File: config.mk
export PLATFORM = sky130hd
export DESIGN_NAME = itsm_queue
export DESIGN_NICKNAME = d
export VERILOG_FILES = /design/src/design/itsm_pkg.sv /design/src/design/itsm_queue.sv
export SDC_FILE = /design/constraint.sdc
export NUM_CORES = 1
export LEC_CHECK = 0
export ABC_CLOCK_PERIOD_IN_PS = 4300
export BUFFER_PORTS_ARGS = -buffer_cell sky130_fd_sc_hd__buf_2
export CAP_MARGIN = 20
export CORE_MARGIN = 2
export CORE_UTILIZATION = 45
export CTS_BUF_LIST = sky130_fd_sc_hd__clkbuf_4
export CTS_CLUSTER_DIAMETER = 200
export CTS_CLUSTER_SIZE = 20
export DETAILED_ROUTE_END_ITERATION = 12
export GPL_TIMING_DRIVEN = 0
export MAX_ROUTING_LAYER = met4
export PLACE_DENSITY = 0.7
export SLEW_MARGIN = 10
export SYNTH_ARGS = -nofsm -noshare
export SYNTH_HDL_FRONTEND = slang
export SYNTH_SLANG_ARGS = --single-unit
export TNS_END_PERCENT = 5
File: constraint.sdc
create_clock -name clk -period 4.3 [get_ports clk]
set_input_delay 0.645 -clock clk [delete_from_list [all_inputs] [get_ports clk]]
set_output_delay 0.645 -clock clk [all_outputs]
set_load 0.05 [all_outputs]
File: src/design/itsm_pkg.sv
// shared types and constants of the index triple set matcher
package itsm_pkg;

    localparam int OP_BITS       = 2;
    localparam int KEY_IN_BITS   = 10;
    localparam int ENTRY_IN_BITS = 10;
    localparam int PNUM_BITS     = 16;
    localparam int COUNT_BITS    = 16;
    localparam int HASH_BITS     = 64;
    localparam int HALF_BITS     = 32;
    localparam int MOD_CHUNK     = 8;
    localparam int FOLD_SHIFT_A  = 17;
    localparam int FOLD_SHIFT_B  = 31;
    localparam int FOLD_SHIFT_C  = 47;
    localparam int MIX_SHIFT     = 29;

    localparam logic [COUNT_BITS-1:0] COUNT_MAX = '1;
    localparam logic [HASH_BITS-1:0]  HASH_MUL  = 64'h9E37_79B9_7F4A_7C15;

    typedef enum logic [OP_BITS-1:0] {
        OP_CLEAR  = 2'd0,
        OP_INSERT = 2'd1,
        OP_PROBE  = 2'd2,
        OP_QUERY  = 2'd3
    } itsm_op_t;

    typedef enum logic [1:0] {
        ST_OK   = 2'd0,
        ST_DUP  = 2'd1,
        ST_FULL = 2'd2,
        ST_MISS = 2'd3
    } itsm_status_t;

    typedef enum logic [2:0] {
        F_IDLE,
        F_MUL,
        F_MIX,
        F_MOD,
        F_PUSH
    } itsm_front_state_t;

    typedef enum logic [2:0] {
        B_INIT,
        B_IDLE,
        B_SLOT,
        B_COUNT,
        B_QUERY
    } itsm_back_state_t;

    typedef struct packed {
        itsm_status_t             status;
        logic                     found;
        logic [ENTRY_IN_BITS-1:0] set_entry;
        logic [PNUM_BITS-1:0]     probe_number;
        logic [COUNT_BITS-1:0]    match_count;
        logic                     any_unmatched;
    } itsm_result_t;

endpackage

File: src/design/itsm_queue.sv
// two-entry command queue between front and back
module itsm_queue import itsm_pkg::*; #(
    parameter int DATA_BITS = 64
) (
    input  logic                 clk,
    input  logic                 rst_n,
    input  logic                 push_valid,
    output logic                 push_ready,
    input  logic [DATA_BITS-1:0] push_data,
    output logic                 pop_valid,
    input  logic                 pop_ready,
    output logic [DATA_BITS-1:0] pop_data
);

    logic [DATA_BITS-1:0] data_reg [2];
    logic                 wr_ptr_reg, wr_ptr_next;
    logic                 rd_ptr_reg, rd_ptr_next;
    logic [1:0]           count_reg, count_next;
    logic                 do_push, do_pop;

    assign push_ready = (count_reg != 2'd2);
    assign pop_valid  = (count_reg != 2'd0);
    assign pop_data   = data_reg[rd_ptr_reg];
    assign do_push    = push_valid && push_ready;
    assign do_pop     = pop_valid && pop_ready;

    always_comb
    begin
        wr_ptr_next = do_push ? !wr_ptr_reg : wr_ptr_reg;
        rd_ptr_next = do_pop ? !rd_ptr_reg : rd_ptr_reg;
        count_next  = count_reg + 2'(do_push) - 2'(do_pop);
    end

    always_ff @(posedge clk or negedge rst_n)
    begin
        if (!rst_n)
        begin
            wr_ptr_reg <= 1'b0;
            rd_ptr_reg <= 1'b0;
            count_reg  <= 2'd0;
        end
        else
        begin
            wr_ptr_reg <= wr_ptr_next;
            rd_ptr_reg <= rd_ptr_next;
            count_reg  <= count_next;
        end
    end

    always_ff @(posedge clk)
    begin
        if (do_push)
        begin
            data_reg[wr_ptr_reg] <= push_data;
        end
    end

endmodule

==> impl_metrics.tcl, run 1 <==
set metrics [dict create \
    end_kind "primary output" \
    wirelength_mm 8.175 \
    crit-reg2reg-capture "data_reg[1][23]" \
    p_per_area_nw_per_um2 781.8 \
    cp.arrival_ps 1800 \
    setup_slack_ps 1853 \
    grt_pass1_wl_mm 12.20 \
    area_delta_synth_final_pct 24.50 \
    min_period_ps 2447 \
    crit_slowest_cell "dfrtp_1" \
    drtPass1Iterations 4 \
    grt_util_all_layers 0.1490 \
    nets 446 \
    ys_seq_area_frac 0.8122 \
    yosys.area_share.simple 0.01237 \
    yosysWarnings 0 \
    fin_crit_sh 0.5690 \
    pwr-share-seq 0.386 \
    grt_pass1_vias 2567 \
    switchingPower_w 0.002006 \
    synthFlopType "edfxtp_1" \
    drv_slew 0 \
    power_frac_comb 0.449 \
    drive_gt1_frac 0.6154 \
    cts_buffers 17 \
    drtIter0Drc 60 \
    setup.worst_path.end "pop_data[15]" \
    cp-start-kind "flop" \
    post-place-cells 493 \
    place_ws_ps 2361 \
    layout_common_cells "buf_2 (134), edfxtp_1 (128), mux2_2 (64)" \
    boundaryPins 134 \
    peakVddDrop_mv 0.5764 \
    synth_nets 290 \
    final_cells 526 \
    drv_cap 0 \
    cts_setup_buffers 0 \
    slowest_delay_ps 350 \
    leakage_nw 2.264 \
    syn_area_sq_um 4856 \
    place_hpwl_mm 5.492 \
    io_buffers 133 \
    die_h_microns 107.9 \
    tightest_slew_ps 441.7 \
    num_vias 2535 \
    cts.sinks 132 \
    rsz0062_at_grt "false" \
    r2r-start "count_reg[0]" \
    post_drt_wl_per_cell_microns 15.54 \
    fin_util 0.5804 \
    synth_compound_area_frac 0.004896 \
    ys_types 19 \
    gr-total-overflow 0 \
    grt_max_degree 36 \
    synthMuxAreaShare 0.1484 \
    status "completed" \
    coreArea_sq_um 10420 \
    async_reset_ff_frac 0.03030 \
    drcViolationCount 0 \
    ff2ff_setup_slack_ps 2570 \
    required_ps 3650 \
    path_class "flop to primary output" \
    mostFrequentLayoutCell "buf_2" \
    internal_power_w 0.002720 \
    p_total_w 0.004727 \
    rows 37 \
    start_util 0.4662 \
    postRouteAntennaNets 0 \
    root_buffer "clkbuf_4" \
    synth_fa_ha_area_frac 0.002577 \
    synth_edf_count 128 \
    worstSetupStartpoint "rd_ptr_reg" \
    synth-xor-area-share 0.005411 \
    r2r_cells 3 \
    switching_share 0.4245 \
    crit_path_max_fanout 10 \
    slew_headroom 0.7055 \
    syn_area_per_cell_sq_um 21.97 \
    cp_cell_sequence "buf_4, buf_6, mux2_2, buf_2" \
    largest_reg_flops 128 \
    htreeDepth 4 \
    antenna_found_initial 0 \
    clock_path_buffers 2 \
    num_antenna_cells 0 \
    die_width_microns 107.9 \
    die_area_sq_um 11640 \
    post_cts_resized 0 \
    synthCells 221 \
    insertion_delay_ps 490 \
    routed_via_density 4.819 \
    hold_viol 0 \
    clock_power_share 0.164 \
    fmax_mhz 408.7 \
    ys_ff_latch 132 \
    synth_top_family_by_area "multiplexers" \
    skew_ps 14.05 \
    setup_violations 0 \
    cts_tree "done" \
    clk_pin_slew_ps 110 \
    hold_class "input port to flop" \
    fin_worst_hold_slack_ps 330.5 \
    hold_buffers 1 \
    place_congestion 0.6884 \
]
## per-layer routing
metal | vias to the layer above | share of wire | global-route usage
met1 | 1235 | 0.41 | 0.1641
met2 | 85 | 0.52 | 0.2466
met4 | 0 | 0.012 | 0.06044
met3 | 13 | 0.059 | 0.05387
met5 | - | 0 | -
li1 | 1202 | - | -
## area by class of cell
type,count,area (sq um)
Clock buffer,18,135.1
Buffer,7,68.82
Timing Repair Buffer,137,735.7
Sequential cell,132,3944
Multi-Input combinational cell,82,854.6
Clock inverter,14,137.6
Fill cell,844,4370
Tap cell,136,170.2
## worst max-delay path, delay by kind of cell, from the launching register on
family / cells / cell delay (ps)
buf+inv: 3 / 610
flops: 1 / 350
mux: 1 / 350
## kinds of logic after synthesis
| logic type | Yosys count |
|---|---|
| AO/OA/AOI/OAI | 3 |
| XOR/XNOR | 3 |
| adder cells (fa/ha/maj) | 1 |
| buffers and inverters | 7 |
| flip-flops | 132 |
| multiplexers | 64 |
| AND/OR/NAND/NOR | 11 |
## Yosys cell counts (2+ instances only)
cell type | n | area share
dfrtp_1 | 4 | 0.021
xnor2_1 | 3 | 0.0054
nand2_1 | 2 | 0.0015
edfxtp_1 | 128 | 0.79
nor2_1 | 3 | 0.0023
mux2_2 | 64 | 0.15
buf_6 | 5 | 0.012
## per-stage QoR
| step | setup TNS (ps) | cell area, sq um |
|---|---|---|
| 3_3_place_gp | -76570 | 5692 |
| 2_1_floorplan | 0 | 4856 |
| 5_1_grt | 0 | 6046 |
| 4_1_cts | 0 | 6046 |
| 6_report | 0 | 6046 |
| 3_5_place_dp | 0 | 5763 |
## worst min-delay path by stage
| stage | startpoint | endpoint | slack, ps | depth (start not counted) |
|---|---|---|---|---|
| after CTS | push_data[8] | data_reg[1][8] | 270 | 1 |
| after global placement | rst_n | count_reg[0] | 460 | 1 |
| final | push_data[49] | data_reg[0][49] | 330 | 1 |
| after floorplan | rst_n | count_reg[0] | 350 | 0 |
| after global routing | push_data[9] | data_reg[0][9] | 270 | 1 |
| after detailed placement | rst_n | count_reg[0] | 460 | 1 |
## power by group through the flow
| stage | sequential [W] | combinational [W] | clock (W) |
|---|---|---|---|
| 5_1_grt | 0.00185 | 0.00224 | 0.000856 |
| 3_5_place_dp | 0.00186 | 0.00215 | 0 |
| 6_report | 0.00183 | 0.00212 | 0.000777 |
| 2_1_floorplan | 0.00185 | 0.00168 | 0 |
| 3_3_place_gp | 0.00187 | 0.00209 | 0 |
| 4_1_cts | 0.00183 | 0.00216 | 0.000807 |
No activity file was read; power rests on OpenSTA's default activity.
==> run 2, diff against run 1 <==
- ABC_CLOCK_PERIOD_IN_PS: 4300 -> 2400
- clock period: 4.3 -> 2.4 ns (I/O delays scaled with it)
==> run 2 against run 1 <==
  * Non-clock buffer count up 17
  * Clock power increased by 130%
  * First-iteration DRC count rose by 55%
==> impl_metrics.tcl, run 2 (synthesis gave the netlist of run 1 again) <==
set metrics [dict create \
    slew_headroom 0.5131 \
    routed_via_density 4.766 \
    grt_pass1_vias 2595 \
    fin_worst_hold_slack_ps 58.57 \
    tightest_slew_ps 728.6 \
    cts_tree "done" \
    boundaryPins 134 \
    drtIter0Drc 93 \
    post_drt_wl_per_cell_microns 15.21 \
    drcViolationCount 0 \
    rows 37 \
    drv_cap 0 \
    place_ws_ps 464.8 \
    path_class "flop to primary output" \
    leakage_nw 2.395 \
    layout_common_cells "buf_2 (134), edfxtp_1 (128), mux2_2 (64)" \
    die_h_microns 107.9 \
    grt_pass1_wl_mm 12.34 \
    coreArea_sq_um 10420 \
    die_width_microns 107.9 \
    fmax_mhz 465.9 \
    mostFrequentLayoutCell "buf_2" \
    wirelength_mm 8.245 \
    end_kind "primary output" \
    cp_top_family "buffers and inverters" \
    post-place-cells 493 \
    hold_class "input port to flop" \
    p_per_area_nw_per_um2 1413 \
    root_buffer "clkbuf_4" \
    clk_pin_slew_ps 110 \
    final_cells 542 \
    hold_viol 0 \
    drtPass1Iterations 4 \
    start_util 0.4662 \
    nets 463 \
    die_area_sq_um 11640 \
    setup_slack_ps 253.7 \
    setup_violations 0 \
    cp.arrival_ps 1790 \
    postRouteAntennaNets 0 \
    required_ps 2040 \
    skew_ps 9.739 \
    post_cts_resized 0 \
    drive_gt1_frac 0.5961 \
    status "completed" \
    placed_cell_area_sq_um 5781 \
    place_congestion 0.7346 \
    gr-total-overflow 0 \
    cts.sinks 132 \
    io_buffers 133 \
    cp_num_buf_inv 3 \
    area_delta_synth_final_pct 30.30 \
    peakVddDrop_mv 0.8519 \
    cp-start-kind "flop" \
    slowest_delay_ps 350 \
    place_hpwl_mm 5.375 \
    rsz0062_at_grt "false" \
    grt_max_degree 45 \
    drv_slew 0 \
    fin_crit_sh 0.8943 \
    cts_buffers 17 \
    crit_slowest_cell "dfrtp_1" \
    htreeDepth 4 \
    grt_util_all_layers 0.1485 \
    min_period_ps 2146 \
    cp_cell_sequence "buf_4, buf_6, mux2_2, buf_2" \
    insertion_delay_ps 470 \
    crit_path_max_fanout 10 \
    clock_path_buffers 2 \
    num_antenna_cells 0 \
    antenna_found_initial 0 \
    num_vias 2583 \
    largest_reg_flops 128 \
    fin_area_sq_um 6327 \
]
[run 2: cell types whose count changed in the layout (fill, tap and decap cells not counted), sizes merged]
| cell | delta |
|---|---|
| bufinv | +4 |
| clkinvlp | -3 |
| dlygate4sd3 | +17 |
| clkinv | -2 |
[run 2: per-stage QoR]
stage	power, W	util	TNS [ps]
2_1_floorplan	0.006317	-	0
3_3_place_gp	0.007077	0.5474	-11350
3_5_place_dp	0.007209	0.5550	0
4_1_cts	0.009047	0.5921	0
5_1_grt	0.009342	0.6074	0
6_report	0.008942	0.6074	0
[run 2: routing by layer]
| metal | wire (microns) | track usage | up-vias | part of all wire |
|---|---|---|---|---|
| li1 | - | - | 1231 | - |
| met3 | 517 | 0.05448 | 7 | 0.063 |
| met4 | 85 | 0.04670 | 0 | 0.010 |
| met1 | 3278 | 0.1678 | 1256 | 0.40 |
| met2 | 4364 | 0.2471 | 89 | 0.53 |
| met5 | 0 | - | - | 0 |
[run 2: where the power goes]
part | internal (W) | total [W] | switching [W]
logic | 0.00115 | 0.00386 | 0.00270
clock network | 0.00105 | 0.00181 | 0.000766
registers | 0.00314 | 0.00327 | 0.000133
[run 2: area by class of cell]
class	instances	area [sq um]
clock inverter	13	231.5
multi-input combinational	82	857.1
sequential	132	3944
fill	800	4089
clock buffer	18	135.1
tap	136	170.2
buffer	7	68.82
timing repair buffer	154	920.9
[run 2: timing repair]
action                    in CTS  in global routing
buffers inserted               0                  0
hold endpoints to repair       6                 30
hold buffers                   2                 16
[run 2: final timing paths]
path                                   start             end  slack (ps)  cells after the start
worst max-delay path              rd_ptr_reg    pop_data[27]         250                      4
worst min-delay path            push_data[7]  data_reg[1][7]          60                      1
worst max register to register  count_reg[0]  data_reg[0][2]         470                      4
worst min register to register    wr_ptr_reg      wr_ptr_reg         570                      1
max in group asynchronous              rst_n    count_reg[1]        2070                      2
min in group asynchronous              rst_n    count_reg[0]         200                      2
[run 2: worst register-to-register path, stage by stage (launching register included)]
cell and delay, ps:
dfrtp_1 460, nand2b_2 170, nand2_1 110, nor2_4 600, buf_12 280
