===== config.mk =====
export PLATFORM = sky130hd
export DESIGN_NAME = itsm_front_flat
export DESIGN_NICKNAME = d
export VERILOG_FILES = /design/src/design/itsm_pkg.sv /design/src/design/itsm_item_if.sv /design/src/design/itsm_front.sv /design/src/flat_wrapper.sv
export SDC_FILE = /design/constraint.sdc
export NUM_CORES = 1
export LEC_CHECK = 0
export BUFFER_PORTS_ARGS = -buffer_cell sky130_fd_sc_hd__buf_2
export CAP_MARGIN = 10
export CORE_MARGIN = 10
export CORE_UTILIZATION = 60
export CTS_BUF_LIST = sky130_fd_sc_hd__clkbuf_4 sky130_fd_sc_hd__clkbuf_8 sky130_fd_sc_hd__clkbuf_16
export CTS_CLUSTER_SIZE = 25
export DETAILED_ROUTE_END_ITERATION = 8
export PLACE_DENSITY_LB_ADDON = 0.1
export SLEW_MARGIN = 20
export SYNTH_ARGS = -nofsm -noshare
export SYNTH_HDL_FRONTEND = slang
export SYNTH_SLANG_ARGS = --single-unit
export TNS_END_PERCENT = 20

===== constraint.sdc =====
create_clock -name clk -period 10.5 [get_ports clk]
set_input_delay 2.1 -clock clk [delete_from_list [all_inputs] [get_ports clk]]
set_output_delay 2.1 -clock clk [all_outputs]
set_load 0.05 [all_outputs]

===== src/design/itsm_pkg.sv =====
// shared types and constants of the index triple set matcher
package itsm_pkg;

    localparam int OP_BITS       = 2;
    localparam int KEY_IN_BITS   = 10;
    localparam int ENTRY_IN_BITS = 10;
    localparam int PNUM_BITS     = 16;
    localparam int COUNT_BITS    = 16;
    localparam int HASH_BITS     = 64;
    localparam int HALF_BITS     = 32;
    localparam int MOD_CHUNK     = 8;
    localparam int FOLD_SHIFT_A  = 17;
    localparam int FOLD_SHIFT_B  = 31;
    localparam int FOLD_SHIFT_C  = 47;
    localparam int MIX_SHIFT     = 29;

    localparam logic [COUNT_BITS-1:0] COUNT_MAX = '1;
    localparam logic [HASH_BITS-1:0]  HASH_MUL  = 64'h9E37_79B9_7F4A_7C15;

    typedef enum logic [OP_BITS-1:0] {
        OP_CLEAR  = 2'd0,
        OP_INSERT = 2'd1,
        OP_PROBE  = 2'd2,
        OP_QUERY  = 2'd3
    } itsm_op_t;

    typedef enum logic [1:0] {
        ST_OK   = 2'd0,
        ST_DUP  = 2'd1,
        ST_FULL = 2'd2,
        ST_MISS = 2'd3
    } itsm_status_t;

    typedef enum logic [2:0] {
        F_IDLE,
        F_MUL,
        F_MIX,
        F_MOD,
        F_PUSH
    } itsm_front_state_t;

    typedef enum logic [2:0] {
        B_INIT,
        B_IDLE,
        B_SLOT,
        B_COUNT,
        B_QUERY
    } itsm_back_state_t;

    typedef struct packed {
        itsm_status_t             status;
        logic                     found;
        logic [ENTRY_IN_BITS-1:0] set_entry;
        logic [PNUM_BITS-1:0]     probe_number;
        logic [COUNT_BITS-1:0]    match_count;
        logic                     any_unmatched;
    } itsm_result_t;

endpackage


===== src/design/itsm_item_if.sv =====
// input item channel of the index triple set matcher
interface itsm_item_if import itsm_pkg::*; ();
    logic                            valid;
    logic                            ready;
    logic [OP_BITS-1:0]              op;
    logic signed [KEY_IN_BITS-1:0]   key_h;
    logic signed [KEY_IN_BITS-1:0]   key_k;
    logic signed [KEY_IN_BITS-1:0]   key_l;
    logic [ENTRY_IN_BITS-1:0]        entry_number;

    modport source (output valid, op, key_h, key_k, key_l, entry_number, input ready);
    modport sink   (input valid, op, key_h, key_k, key_l, entry_number, output ready);
endinterface


===== src/design/itsm_front.sv =====
// front end: takes items, builds the key and hashes insert and probe keys to a home slot
module itsm_front import itsm_pkg::*; #(
    parameter int TABLE_ENTRIES  = 1024,
    parameter int COMPONENT_BITS = 10,
    parameter int SLOT_BITS      = 10,
    parameter int KEY_BITS       = 30,
    parameter int CMD_BITS       = 62
) (
    input  logic                clk,
    input  logic                rst_n,
    input  logic                init_busy,
    itsm_item_if.sink           item,
    output logic                push_valid,
    input  logic                push_ready,
    output logic [CMD_BITS-1:0] push_data
);

    localparam bit IS_POW2   = (TABLE_ENTRIES & (TABLE_ENTRIES - 1)) == 0;
    localparam int REM_BITS  = SLOT_BITS + 1;
    localparam int MOD_STEPS = HASH_BITS / MOD_CHUNK;
    localparam int MCNT_BITS = $clog2(MOD_STEPS);
    localparam logic [REM_BITS-1:0]  MOD_VALUE = REM_BITS'(TABLE_ENTRIES);
    localparam logic [MCNT_BITS-1:0] MCNT_LAST = MCNT_BITS'(MOD_STEPS - 1);

    itsm_front_state_t        state_reg, state_next;
    itsm_op_t                 op_reg, op_next;
    logic [KEY_BITS-1:0]      key_reg, key_next;
    logic [ENTRY_IN_BITS-1:0] qentry_reg, qentry_next;
    logic [HASH_BITS-1:0]     fold_reg, fold_next;
    logic [HASH_BITS-1:0]     prod_reg, prod_next;
    logic [HASH_BITS-1:0]     acc_reg, acc_next;
    logic [HASH_BITS-1:0]     hv_reg, hv_next;
    logic [REM_BITS-1:0]      rem_reg, rem_next;
    logic [1:0]               step_reg, step_next;
    logic [MCNT_BITS-1:0]     mcnt_reg, mcnt_next;

    logic                     accept;
    logic [KEY_BITS-1:0]      key_in;
    logic [HASH_BITS-1:0]     key_wide;
    logic [HALF_BITS-1:0]     mul_a, mul_b;
    logic [SLOT_BITS-1:0]     home;
    logic signed [COMPONENT_BITS-1:0] comp_h, comp_k, comp_l;

    assign comp_h   = COMPONENT_BITS'(item.key_h);
    assign comp_k   = COMPONENT_BITS'(item.key_k);
    assign comp_l   = COMPONENT_BITS'(item.key_l);
    assign key_in   = {comp_l, comp_k, comp_h};
    assign key_wide = HASH_BITS'(key_in);

    assign item.ready = (state_reg == F_IDLE) && !init_busy;
    assign accept     = item.valid && item.ready;
    assign home       = IS_POW2 ? hv_reg[SLOT_BITS-1:0] : rem_reg[SLOT_BITS-1:0];
    assign push_valid = (state_reg == F_PUSH);
    assign push_data  = {op_reg, key_reg, qentry_reg, home};

    always_comb
    begin
        state_next = state_reg;
        unique case (state_reg)
            F_IDLE:
            begin
                if (accept)
                begin
                    if (item.op inside {OP_CLEAR, OP_QUERY})
                        state_next = F_PUSH;
                    else
                        state_next = F_MUL;
                end
            end
            F_MUL:
            begin
                if (step_reg == 2'd3)
                    state_next = F_MIX;
            end
            F_MIX:
            begin
                state_next = IS_POW2 ? F_PUSH : F_MOD;
            end
            F_MOD:
            begin
                if (mcnt_reg == MCNT_LAST)
                    state_next = F_PUSH;
            end
            F_PUSH:
            begin
                if (push_ready)
                    state_next = F_IDLE;
            end
            default: state_next = F_IDLE;
        endcase
    end

    always_comb
    begin
        logic [REM_BITS-1:0] r;
        logic [REM_BITS-1:0] t;
        op_next     = op_reg;
        key_next    = key_reg;
        qentry_next = qentry_reg;
        fold_next   = fold_reg;
        prod_next   = prod_reg;
        acc_next    = acc_reg;
        hv_next     = hv_reg;
        rem_next    = rem_reg;
        step_next   = step_reg;
        mcnt_next   = mcnt_reg;
        mul_a       = '0;
        mul_b       = '0;
        r           = rem_reg;
        t           = rem_reg;
        unique case (state_reg)
            F_IDLE:
            begin
                if (accept)
                begin
                    op_next     = itsm_op_t'(item.op);
                    key_next    = key_in;
                    qentry_next = item.entry_number;
                    fold_next   = key_wide ^ (key_wide >> FOLD_SHIFT_A)
                                ^ (key_wide >> FOLD_SHIFT_B) ^ (key_wide >> FOLD_SHIFT_C);
                    step_next   = 2'd0;
                end
            end
            F_MUL:
            begin
                case (step_reg)
                    2'd0:
                    begin
                        mul_a = fold_reg[HALF_BITS-1:0];
                        mul_b = HASH_MUL[HALF_BITS-1:0];
                    end
                    2'd1:
                    begin
                        mul_a = fold_reg[HALF_BITS-1:0];
                        mul_b = HASH_MUL[HASH_BITS-1:HALF_BITS];
                    end
                    2'd2:
                    begin
                        mul_a = fold_reg[HASH_BITS-1:HALF_BITS];
                        mul_b = HASH_MUL[HALF_BITS-1:0];
                    end
                    default:
                    begin
                        mul_a = '0;
                        mul_b = '0;
                    end
                endcase
                prod_next = HASH_BITS'(mul_a) * HASH_BITS'(mul_b);
                case (step_reg)
                    2'd0:    acc_next = acc_reg;
                    2'd1:    acc_next = prod_reg;
                    default: acc_next = {acc_reg[HASH_BITS-1:HALF_BITS] + prod_reg[HALF_BITS-1:0],
                                         acc_reg[HALF_BITS-1:0]};
                endcase
                step_next = step_reg + 2'd1;
            end
            F_MIX:
            begin
                hv_next   = acc_reg ^ (acc_reg >> MIX_SHIFT);
                rem_next  = '0;
                mcnt_next = '0;
            end
            F_MOD:
            begin
                for (int j = 0; j < MOD_CHUNK; j++)
                begin
                    t = {r[SLOT_BITS-1:0], hv_reg[HASH_BITS-1-j]};
                    if (t >= MOD_VALUE)
                        t = t - MOD_VALUE;
                    r = t;
                end
                rem_next  = r;
                hv_next   = hv_reg << MOD_CHUNK;
                mcnt_next = mcnt_reg + MCNT_BITS'(1);
            end
            F_PUSH:
            begin
            end
            default:
            begin
            end
        endcase
    end

    always_ff @(posedge clk or negedge rst_n)
    begin
        if (!rst_n)
        begin
            state_reg <= F_IDLE;
            step_reg  <= 2'd0;
            mcnt_reg  <= '0;
        end
        else
        begin
            state_reg <= state_next;
            step_reg  <= step_next;
            mcnt_reg  <= mcnt_next;
        end
    end

    always_ff @(posedge clk)
    begin
        op_reg     <= op_next;
        key_reg    <= key_next;
        qentry_reg <= qentry_next;
        fold_reg   <= fold_next;
        prod_reg   <= prod_next;
        acc_reg    <= acc_next;
        hv_reg     <= hv_next;
        rem_reg    <= rem_next;
    end

endmodule


===== src/flat_wrapper.sv =====
// flat-port wrapper written by rule: the top's interface ports become plain ports
module itsm_front_flat import itsm_pkg::*;
#(
    parameter int TABLE_ENTRIES  = 1024,
    parameter int COMPONENT_BITS = 10,
    parameter int SLOT_BITS      = 10,
    parameter int KEY_BITS       = 30,
    parameter int CMD_BITS       = 62
)
  (clk, rst_n, init_busy, push_valid, push_ready, push_data, item_valid, item_op, item_key_h, item_key_k, item_key_l, item_entry_number, item_ready);
  itsm_item_if item_i ();
  input  logic clk;
  input  logic rst_n;
  input  logic init_busy;
  output logic push_valid;
  input  logic push_ready;
  output logic [CMD_BITS-1:0] push_data;
  input wire logic [$bits(item_i.valid)-1:0] item_valid;
  input wire logic [$bits(item_i.op)-1:0] item_op;
  input wire logic [$bits(item_i.key_h)-1:0] item_key_h;
  input wire logic [$bits(item_i.key_k)-1:0] item_key_k;
  input wire logic [$bits(item_i.key_l)-1:0] item_key_l;
  input wire logic [$bits(item_i.entry_number)-1:0] item_entry_number;
  output wire logic [$bits(item_i.ready)-1:0] item_ready;
  assign item_i.valid = item_valid;
  assign item_i.op = item_op;
  assign item_i.key_h = item_key_h;
  assign item_i.key_k = item_key_k;
  assign item_i.key_l = item_key_l;
  assign item_i.entry_number = item_entry_number;
  assign item_ready = item_i.ready;
  itsm_front #(.TABLE_ENTRIES(TABLE_ENTRIES), .COMPONENT_BITS(COMPONENT_BITS), .SLOT_BITS(SLOT_BITS), .KEY_BITS(KEY_BITS), .CMD_BITS(CMD_BITS)) u_core (.clk(clk), .rst_n(rst_n), .init_busy(init_busy), .item(item_i), .push_valid(push_valid), .push_ready(push_ready), .push_data(push_data));
endmodule

==> flow_metrics.env, run 1 <==
export IMPL_status="finished, final reports clean"
export IMPL_avgSynthCellArea_sq_um=10.7
export IMPL_antenna_found_initial=1
export IMPL_rows=68
export IMPL_worst_setup_path_start_kind="flip-flop"
export IMPL_skew_ns=0.0165
export IMPL_synthArstFlopShare=0.0708
export IMPL_hp_class="reg2reg"
export IMPL_regArea_sq_um=3350
export IMPL_clkSinkCount=113
export IMPL_grt_setup_unrepaired="no"
export IMPL_setup_tns_ns=0
export IMPL_wire_per_inst_um=24.0
export IMPL_critical_path_class="reg2reg"
export IMPL_core_area_sq_um=34500
export IMPL_first_global_vias=15100
export IMPL_cp_common_cell="fa_1"
export IMPL_synth_fa_ha_area_frac=0.578
export IMPL_hold_depth=2
export IMPL_gr_usage_met3=0.0590
export IMPL_yosys_register_bits=113
export IMPL_io_pins=111
export IMPL_synthSimpleGateAreaFrac=0.0477
export IMPL_die_x_um=207
export IMPL_setup_slack_ns=1.53
export IMPL_maxCapViolCount=0
export IMPL_hold_viol_final=0
export IMPL_whs_ns=0.485
export IMPL_overflow=0
export IMPL_wl_mm=60.5
export IMPL_synthXorXnorAreaFrac=0.0457
export IMPL_cp_end_kind="flip-flop"
export IMPL_r2r_worst_path_cells=29
export IMPL_cts_clk_slew_worst_paths_ns=0.06
export IMPL_drive_above_1_share=0.0736
export IMPL_cp_slowest_cell="o21ba_2"
export IMPL_post_cts_buffers=0
export IMPL_start_util=0.609
export IMPL_synth_edf_count=105
export IMPL_cts_made_buffers=17
export IMPL_setup_violations_final=0
export IMPL_crit_path_max_fanout=17
export IMPL_post_route_period_util=0.854
export IMPL_dp_slack_ns=1.57
export IMPL_slew_violations=0
export IMPL_nFillCells=2802
export IMPL_synth_seq_area_share=0.159
export IMPL_die_y_um=207
export IMPL_cts_tree="done"
export IMPL_drc=0
export IMPL_ys_types=53
export IMPL_max_stage_delay_ns=0.67
export IMPL_h_tree_depth=4
export IMPL_relSlewSlack=0.391
export IMPL_layout_nets=2812
export IMPL_multi_input_area_sq_um=15000
export IMPL_met1_usage=0.369
export IMPL_fin_area_sq_um=22500
export IMPL_first_iter_violations=894
export IMPL_grt_max_degree=61
export IMPL_areaGrowthSynthToFinish_pct=6.98
export IMPL_hpwl_mm=53.7
export IMPL_yosys_warnings=0
export IMPL_num_antenna_cells=0
export IMPL_largest_reg_flops=30
export IMPL_placed_area_sq_um=21900
export IMPL_ctsResizeCount=0
export IMPL_via_count=13300
export IMPL_hold_buffers=0
export IMPL_worst_pin_slew_ns=0.913
export IMPL_layout_common_cells="inv_1, fa_1, ha_1"
export IMPL_port_buffers=100
export IMPL_met2_usage=0.484
export IMPL_final_antenna_net_count=0
export IMPL_clock_root_buffer="clkbuf_16"
export IMPL_synthesis_area_sq_um=21000
export IMPL_routed_via_density=5.27
export IMPL_grt_busiest_layer="met2"
export IMPL_synth_compound_area_frac=0.0360
export IMPL_gp_congestion=0.998
export IMPL_muxShareOfSynthArea=0.00202
export IMPL_grt_total_usage=0.291
export IMPL_synth_top_family_by_area="adder cells"
export IMPL_max_freq_mhz=111
export IMPL_grt_pass1_wl_mm=93.2
export IMPL_cp_required_ns=10.65
export IMPL_final_common_cell="inv_1"
export IMPL_period_minus_slack_ns=8.97
export IMPL_die_area_sq_um=43000
export IMPL_synth_flop_cell="edfxtp_1"
export IMPL_clock_latency_ns=0.42
export IMPL_synthCells=1968
export IMPL_max_clock_path_buffers=2
export IMPL_dr_pass1_iters=5
export IMPL_critPathArrivalTime_ns=9.12
worst paths after layout:
path	start	endpoint	slack [ns]
max	u_core.step_reg[0]	u_core.prod_reg[35]	1.53
min	u_core.mcnt_reg[2]	u_core.mcnt_reg[2]	0.49
max reg2reg	u_core.step_reg[0]	u_core.prod_reg[35]	1.53
min reg2reg	u_core.mcnt_reg[2]	u_core.mcnt_reg[2]	0.49
max in group asynchronous	rst_n	u_core.state_reg[2]	8.79
min in group asynchronous	rst_n	u_core.state_reg[1]	1.52
per-layer routing:
layer,vias to the layer above,share of wire
li1,5974,-
met1,6801,0.41
met2,429,0.49
met3,91,0.063
met4,2,0.040
met5,-,0.00031
Yosys cell counts (3+ instances only):
cell type	instances	area, sq um
inv_1	648	2430
fa_1	431	8630
ha_1	281	3520
edfxtp_1	105	3150
nand2_1	84	315
xnor2_1	71	622
and2_1	48	300
nor2_1	47	176
xor2_1	37	324
a21o_1	34	255
a21oi_1	29	145
buf_4	27	203
clkbuf_1	21	78.8
o21ai_0	19	95.1
nand3_1	9	45.0
dfrtp_1	8	200
and3_1	7	43.8
o21bai_1	7	52.6
a31oi_1	5	31.3
nand2b_1	3	18.8
nand4_1	3	18.8
nor4_1	3	18.8
o21a_1	3	22.5
kinds of logic after synthesis:
logic type | Yosys count
AOI/OAI and AO/OA | 114
xor gates and xnor gates | 109
adders and majority gates | 714
buffers and inverters | 701
DFF | 113
muxes | 4
other | 1
and+or+nand+nor | 212
stage by stage:
| stage | utilization | instances |
|---|---|---|
| 4_1_cts | 0.652 | 2521 |
| 3_3_place_gp | 0.634 | 2489 |
| 6_report | 0.652 | 2521 |
| 3_5_place_dp | 0.634 | 2489 |
| 5_1_grt | 0.652 | 2521 |
| 2_1_floorplan | - | 1977 |
critical path: cells and delay by family (launching register included):
kind            cells  cell delay [ns]
xor+xnor            1             0.16
fa+ha+maj          10             4.27
compound gates      6             1.82
flops               1             0.43
buf+inv             7             1.16
simple gates        5             0.81
final cells by class:
cell class                 count  area share
sequential                   113       0.149
clock buffer                  19      0.0196
timing repair buffer         109      0.0252
tap                          455      0.0253
clock inverter                13     0.00728
multi-input combinational   1163       0.665
inverter                     649       0.108
Power of run 1 is not shown: default switching activity piles up to over one toggle a cycle in this logic, so the estimate is an artifact.
==> inputs of run 2 (changes only) <==
--- a/config.mk
+++ b/config.mk
@@ -7,7 +7,7 @@
 export LEC_CHECK = 0
 export BUFFER_PORTS_ARGS = -buffer_cell sky130_fd_sc_hd__buf_2
 export CAP_MARGIN = 10
-export CORE_MARGIN = 10
+export CORE_MARGIN = 8
 export CORE_UTILIZATION = 60
 export CTS_BUF_LIST = sky130_fd_sc_hd__clkbuf_4 sky130_fd_sc_hd__clkbuf_8 sky130_fd_sc_hd__clkbuf_16
 export CTS_CLUSTER_SIZE = 25
==> run 2 against run 1 <==
- non-clock buffer count decreased by 1
- via count up 0.68%
- first-iteration DRC count decreased by 16%
- critical path depth grew 1
- wire length shrank 1.3%
- setup slack worse by 0.21 ns
- largest cell class unchanged
==> flow_metrics.env, run 2 (same netlist as run 1, synthesis figures left out) <==
export IMPL_relSlewSlack=0.305
export IMPL_h_tree_depth=4
export IMPL_die_area_sq_um=41300
export IMPL_whs_ns=0.482
export IMPL_core_area_sq_um=34500
export IMPL_critPathArrivalTime_ns=9.33
export IMPL_layout_common_cells="inv_1, fa_1, ha_1"
export IMPL_cp_common_cell="inv_1"
export IMPL_die_y_um=203
export IMPL_hp_class="reg2reg"
export IMPL_cp_end_kind="flip-flop"
export IMPL_layout_nets=2811
export IMPL_overflow=0
export IMPL_port_buffers=100
export IMPL_antenna_found_initial=0
export IMPL_crit_start="u_core.step_reg[0]"
export IMPL_drc=0
export IMPL_status="finished, final reports clean"
export IMPL_io_pins=111
export IMPL_clock_root_buffer="clkbuf_16"
export IMPL_clock_latency_ns=0.42
export IMPL_cts_made_buffers=17
export IMPL_num_antenna_cells=0
export IMPL_areaGrowthSynthToFinish_pct=6.68
export IMPL_wire_per_inst_um=23.7
export IMPL_dr_pass1_iters=5
export IMPL_grt_total_usage=0.304
export IMPL_hold_viol_final=0
export IMPL_grt_pass1_wl_mm=92.6
export IMPL_utilization=0.650
export IMPL_setup_violations_final=0
export IMPL_placed_area_sq_um=21900
export IMPL_worstHoldStart="u_core.mcnt_reg[1]"
export IMPL_fin_area_sq_um=22400
export IMPL_cts_clk_slew_worst_paths_ns=0.05
export IMPL_setup_tns_ns=0
export IMPL_final_antenna_net_count=0
export IMPL_die_x_um=203
export IMPL_max_stage_delay_ns=0.61
export IMPL_cp_required_ns=10.65
export IMPL_via_count=13400
export IMPL_drive_above_1_share=0.0712
export IMPL_clkSinkCount=113
export IMPL_skew_ns=0.0170
export IMPL_grt_setup_unrepaired="no"
export IMPL_worst_pin_slew_ns=1.04
export IMPL_maxCapViolCount=0
export IMPL_wl_mm=59.6
export IMPL_cts_tree="done"
export IMPL_post_cts_buffers=0
export IMPL_largest_reg_flops=30
export IMPL_final_common_cell="inv_1"
export IMPL_hold_buffers=0
export IMPL_crit_path_max_fanout=28
export IMPL_max_clock_path_buffers=2
export IMPL_critical_path_class="reg2reg"
export IMPL_first_iter_violations=751
export IMPL_worst_setup_path_start_kind="flip-flop"
export IMPL_gp_congestion=0.999
export IMPL_routed_via_density=5.31
export IMPL_hpwl_mm=53.2
export IMPL_cp_slowest_cell="o21ba_2"
export IMPL_post_route_period_util=0.874
export IMPL_ctsResizeCount=0
export IMPL_regToRegStartpoint="u_core.step_reg[0]"
export IMPL_first_global_vias=15400
export IMPL_grt_max_degree=61
export IMPL_slew_violations=0
export IMPL_period_minus_slack_ns=9.18
export IMPL_rows=68
export IMPL_max_freq_mhz=109
export IMPL_start_util=0.609
==> run 2: cell count changes in the layout (fill, tap and decap cells not counted), sizes merged <==
cell | before | now
clkbuf | 19 | 18
bufinv | 3 | 2
inv | 648 | 649
buf | 109 | 108
==> run 2: worst max-delay path: cells and delay by family (launching register included) <==
kind | cells | cell delay, ns
and+or+nand+nor | 5 | 0.82
AOI/OAI and AO/OA | 6 | 1.76
buffers and inverters | 8 | 1.38
DFF | 1 | 0.42
adders and majority gates | 10 | 4.37
xor gates and xnor gates | 1 | 0.17
==> run 2: metrics by stage <==
step                      cells  worst slack [ns]
final                      2519              1.32
after global routing       2519             0.833
after CTS                  2519              1.37
after detailed placement   2488              1.40
after global placement     2488              1.47
after floorplan            1977              2.47
==> run 2: cell type report <==
| cell class | count | area [sq um] |
|---|---|---|
| flip-flops and latches | 113 | 3350 |
| well taps | 455 | 569 |
| multi-input cells | 1163 | 15000 |
| fillers | 2852 | 12100 |
| clock buffers | 18 | 433 |
| clock inverters | 13 | 121 |
| repair buffers | 108 | 561 |
| inverters | 649 | 2440 |
==> run 2: path summary, 6_finish.rpt <==
path,to,slack (ns),cells after the start
max in group asynchronous,u_core.state_reg[1],8.79,1
min reg2reg,u_core.mcnt_reg[1],0.48,2
max reg2reg,u_core.prod_reg[35],1.32,30
max,u_core.prod_reg[35],1.32,30
min,u_core.mcnt_reg[1],0.48,2
min in group asynchronous,u_core.step_reg[0],1.53,1
==> run 2: metal layers <==
metal / global-route usage / part of all wire / vias up
li1: - / - / 5980
met1: 0.392 / 0.41 / 6849
met2: 0.495 / 0.48 / 424
met3: 0.0436 / 0.048 / 135
met4: 0.164 / 0.060 / 0
met5: 0 / 0 / -
Power of run 2 is left out for the same reason.
